**config.mk**
```make
export PLATFORM = sky130hd
export DESIGN_NAME = vfnms_window
export DESIGN_NICKNAME = d
export VERILOG_FILES = /design/src/rtl/vfnms_window.sv
export SDC_FILE = /design/constraint.sdc
export NUM_CORES = 2
export LEC_CHECK = 0
export ABC_AREA = 0
export BUFFER_PORTS_ARGS = -buffer_cell sky130_fd_sc_hd__buf_2
export CORE_MARGIN = 2
export CORE_UTILIZATION = 62
export CTS_BUF_LIST = sky130_fd_sc_hd__clkbuf_2
export DETAILED_ROUTE_END_ITERATION = 10
export GPL_TIMING_DRIVEN = 0
export PLACE_DENSITY = 0.93
export SLEW_MARGIN = 5
export SYNTH_ARGS = -nofsm -noshare
export SYNTH_HDL_FRONTEND = slang
export SYNTH_SLANG_ARGS = --single-unit
```
**constraint.sdc**
```tcl
create_clock -name clock -period 9.9 [get_ports clock]
set_input_delay 0.495 -clock clock [delete_from_list [all_inputs] [get_ports clock]]
set_output_delay 0.495 -clock clock [all_outputs]
set_load 0.05 [all_outputs]
```
**src/rtl/vfnms_window.sv**
```systemverilog
// 3x3 window of vectors with the squared components of every cell.
`timescale 1ns / 1ps

module vfnms_window #(
   parameter int COMP_BITS = 16
) (
   input  logic                     clock,
   input  logic                     reset,
   input  logic                     shift_en,
   input  logic [COMP_BITS-1:0]     top_x,
   input  logic [COMP_BITS-1:0]     top_y,
   input  logic [COMP_BITS-1:0]     mid_x,
   input  logic [COMP_BITS-1:0]     mid_y,
   input  logic [COMP_BITS-1:0]     bot_x,
   input  logic [COMP_BITS-1:0]     bot_y,
   output logic [COMP_BITS-1:0]     centre_x,
   output logic [COMP_BITS-1:0]     centre_y,
   output logic [2*COMP_BITS-1:0]   sq_x [9],
   output logic [2*COMP_BITS-1:0]   sq_y [9]
);

   localparam int SQ_BITS = 2 * COMP_BITS;

   logic [COMP_BITS-1:0] cx_ff [9];
   logic [COMP_BITS-1:0] cy_ff [9];
   logic [SQ_BITS-1:0]   qx_ff [9];
   logic [SQ_BITS-1:0]   qy_ff [9];

   logic [COMP_BITS-1:0] new_x [3];
   logic [COMP_BITS-1:0] new_y [3];
   logic [SQ_BITS-1:0]   new_qx [3];
   logic [SQ_BITS-1:0]   new_qy [3];

   // Magnitude of a two's complement component; the most negative value maps
   // onto its unsigned magnitude, which still fits.
   function automatic logic [COMP_BITS-1:0] magnitude(input logic [COMP_BITS-1:0] v);
      return v[COMP_BITS-1] ? (~v + 1'b1) : v;
   endfunction

   function automatic logic [SQ_BITS-1:0] square(input logic [COMP_BITS-1:0] v);
      logic [SQ_BITS-1:0] m;
      m = SQ_BITS'(magnitude(v));
      return SQ_BITS'(m * m);
   endfunction

   always_comb begin
      new_x[0] = top_x;
      new_y[0] = top_y;
      new_x[1] = mid_x;
      new_y[1] = mid_y;
      new_x[2] = bot_x;
      new_y[2] = bot_y;
      for (int r = 0; r < 3; r++) begin
         new_qx[r] = square(new_x[r]);
         new_qy[r] = square(new_y[r]);
      end
   end

   always_ff @(posedge clock) begin
      if (reset) begin
         for (int i = 0; i < 9; i++) begin
            cx_ff[i] <= '0;
            cy_ff[i] <= '0;
            qx_ff[i] <= '0;
            qy_ff[i] <= '0;
         end
      end else if (shift_en) begin
         for (int r = 0; r < 3; r++) begin
            cx_ff[r*3]     <= cx_ff[r*3 + 1];
            cy_ff[r*3]     <= cy_ff[r*3 + 1];
            qx_ff[r*3]     <= qx_ff[r*3 + 1];
            qy_ff[r*3]     <= qy_ff[r*3 + 1];
            cx_ff[r*3 + 1] <= cx_ff[r*3 + 2];
            cy_ff[r*3 + 1] <= cy_ff[r*3 + 2];
            qx_ff[r*3 + 1] <= qx_ff[r*3 + 2];
            qy_ff[r*3 + 1] <= qy_ff[r*3 + 2];
            cx_ff[r*3 + 2] <= new_x[r];
            cy_ff[r*3 + 2] <= new_y[r];
            qx_ff[r*3 + 2] <= new_qx[r];
            qy_ff[r*3 + 2] <= new_qy[r];
         end
      end
   end

   assign centre_x = cx_ff[4];
   assign centre_y = cy_ff[4];
   assign sq_x     = qx_ff;
   assign sq_y     = qy_ff;

endmodule

```
==> results by group <==
Floorplanning
  – Initial core utilization: 62.3%
  – I/O Pins: 707
  – Core area: 0.105 mm²
  – Die W: 329 µm
  – DIE AREA: 0.108 mm²
  – Num rows: 119
  – Die height: 329 µm

Synth
  – Synth async-reset ratio: 0%
  – Register area share after synthesis: 20.0%
  – Syn Area/Cell: 9.22 µm²
  – Seq cells post-synth: 622
  – Ys Warns: 0
  – Commonest register cell after synthesis: dfxtp_1
  – Mapped cell area: 0.0654 mm²
  – Number of enable flip-flop cells after synthesis: 64
  – Mapped Cells: 7089
  – Distinct cells, synth: 86

Route
  – Via-to-Cell Ratio: 5.83
  – Vias: 56270
  – Routed wire length per instance: 22.1 µm
  – DRC Markers: 0
  – Final WL: 213000 µm
  – Drt initial violations: 5689
  – DRT antenna net count: 0
  – First drt pass iteration count: 9

CTS
  – CTS buffer count: 164
  – Clock Tree Root: clkbuf_2
  – Insertion delay to the later sink of the worst-skew pair: 1610 ps
  – CTS max path bufs: 3
  – Number of H-tree levels: 4
  – Worst-path clk slew: 100 ps
  – CTS sink cnt: 622
  – CTS tree: yes
  – Setup repair bufs after CTS: 0

Worst setup path
  – Crit path DAT: 10940 ps
  – Worst setup path class: primary input to flip-flop
  – Req. time, crit path: 11190 ps
  – CP max stage cell: a2111oi_0
  – Worst r2r path cells: 2
  – Startpoint Class: primary input
  – CP max FO: 10
  – Worst stage delay on the critical path: 1110 ps
  – Critical path endpoint category: flip-flop

STA
  – Worst-Margin Slew: 1560 ps
  – Slew Limit Fails: 22
  – Final period utilization: 97.5%
  – Final setup viols: 0
  – Hold slack: 174 ps
  – Fin. Hold Viols: 0
  – Clk_skew: 130 ps
  – RSZ-0062 raised after global routing: no
  – Slew headroom: -4.19%
  – Fmax: 0.104 GHz
  – Post-layout min period: 9650 ps
  – Final WS setup: 252 ps

Final layout
  – Multi-input gate area: 0.0462 mm²
  – Share of cells above drive strength 1: 12.6%
  – Register area: 0.0131 mm²
  – Final Cell Area: 0.0734 mm²
  – Synth-to-layout area growth: 12.2%
  – Filler Cell Count: 7640
  – Post-layout nets: 9768

GRT
  – GR Overflow Total: 0
  – First-pass GRT wire length: 324000 µm
  – Vias in the first global route: 59300
  – GR Util All Layers: 39.5%
  – Initial antenna violation count: 12
  – Largest net degree at the start of global routing: 65

Status
  – Outcome: finished with violations
  – Violated checks: capacitance limit, slew limit

Placed design
  – Cell Area, Placed: 0.0709 mm²
  – GPL Wtd Cong: 1.04
  – IO Port Bufs: 682
  – DP Worst Slack: -442 ps
  – DP Wirelength: 168000 µm

Run
  – Max cap viols: 2

Min path
  – Hold WC Path Type: primary input to flip-flop
  – Hold Path Depth: 5
[final cells by class]
cell class | instances | share of cell area [%]
Clock buffer | 231 | 1.58
Tap cell | 1391 | 2.37
Antenna cell | 18 | 0.0614
Multi-Input combinational cell | 4867 | 62.9
Inverter | 1408 | 7.21
Timing Repair Buffer | 775 | 5.93
Buffer | 274 | 1.61
Clock inverter | 63 | 0.500
Sequential cell | 622 | 17.8
[final timing paths]
| check | start | to | slack, ps |
|---|---|---|---|
| max | bot_x[0] | sq_x[30] | 250 |
| min | top_y[0] | sq_y[194] | 170 |
| min reg2reg | cx_ff[0][85] | cx_ff[0][69] | 490 |
| max reg2reg | sq_y[31] | sq_y[63] | 8720 |
[cells by family after synthesis]
logic type      Yosys count  share of synthesized area [%]
other cells               2                         0.0115
compound gates          704                           6.98
mux                     447                           6.85
buf+inv                1682                           9.86
simple gates           1818                           11.8
fa+ha+maj              1557                           41.0
xor+xnor                257                           3.47
flops                   622                           20.0
[cell usage after synthesis (all sizes together) (28+ instances only)]
library cell	count	area, µm²
nand2	564	2120
edfxtp	64	1920
o21bai	29	218
nand3	58	290
fa	979	19600
mux2i	445	4450
and2	72	450
a21oi	174	871
inv	1372	5150
dfxtp	558	11200
nor2	883	3320
xnor2	167	1460
clkbuf	203	762
nor3	64	332
a21o	88	661
a211oi	48	360
xor2	90	803
ha	578	7230
clkinv	36	135
o21ai	162	811
o21a	28	210
buf	71	400
[critical path: cells and delay by family]
kind                       cells  cell delay [ps]
buffers and inverters         11             2360
and+or+nand+nor                5             1020
AOI/OAI and AO/OA              5             2580
xor gates and xnor gates       2             1050
adders and majority gates      8             3420
[flip-flops by register name (all words and copies together) (netlist names)]
| signal | cells |
|---|---|
| sq_x | 279 |
| sq_y | 279 |
| cy_ff | 32 |
| cx_ff | 32 |
[cells in the final DEF (no fill, tap or decap), types with 23 or more instances in the layout]
master and n:
inv_1 1365, fa_1 979, nor2_1 882, buf_2 685, ha_1 578, nand2_1 564, dfxtp_1 558, mux2i_1 445
clkbuf_2 244, clkbuf_1 193, a21oi_1 174, xnor2_1 167, o21ai_0 155, dlygate4sd3_1 92, xor2_1 88, a21o_1 88
conb_1 84, and2_1 72, clkinv_1 70, edfxtp_1 64, nor3_1 63, nand3_1 58, a211oi_1 48, buf_4 35
buf_1 30, o21bai_1 29, o21a_1 28, nand4_1 27, or3_1 26, o31ai_1 26, a31oi_1 23
[metal layers]
metal | share of wire, % | vias to the layer above | GRT usage (%)
li1 | - | 24298 | -
met1 | 35 | 27437 | 46.7
met2 | 46 | 3598 | 61.7
met3 | 12 | 935 | 12.2
met4 | 7.4 | 2 | 27.2
met5 | 0.0061 | - | 0
[per-stage QoR]
stage,instances,TNS (ps),util [%]
3_3_place_gp,9244,-1290,67.5
5_1_grt,9642,0,69.9
2_1_floorplan,7171,0,-
6_report,9649,0,69.9
4_1_cts,9630,0,69.8
3_5_place_dp,9244,-2100,67.5
[repair_timing]
| item | in CTS | in global routing |
|---|---|---|
| setup endpoints to repair | 0 | 3 |
| gates resized for setup | 0 | 1 |
| hold buffers | 92 | 0 |
| endpoints found under the hold margin | 73 | 0 |
Power is not shown: default switching activity piles up to over one toggle a cycle in this logic, so the estimate is an artifact.
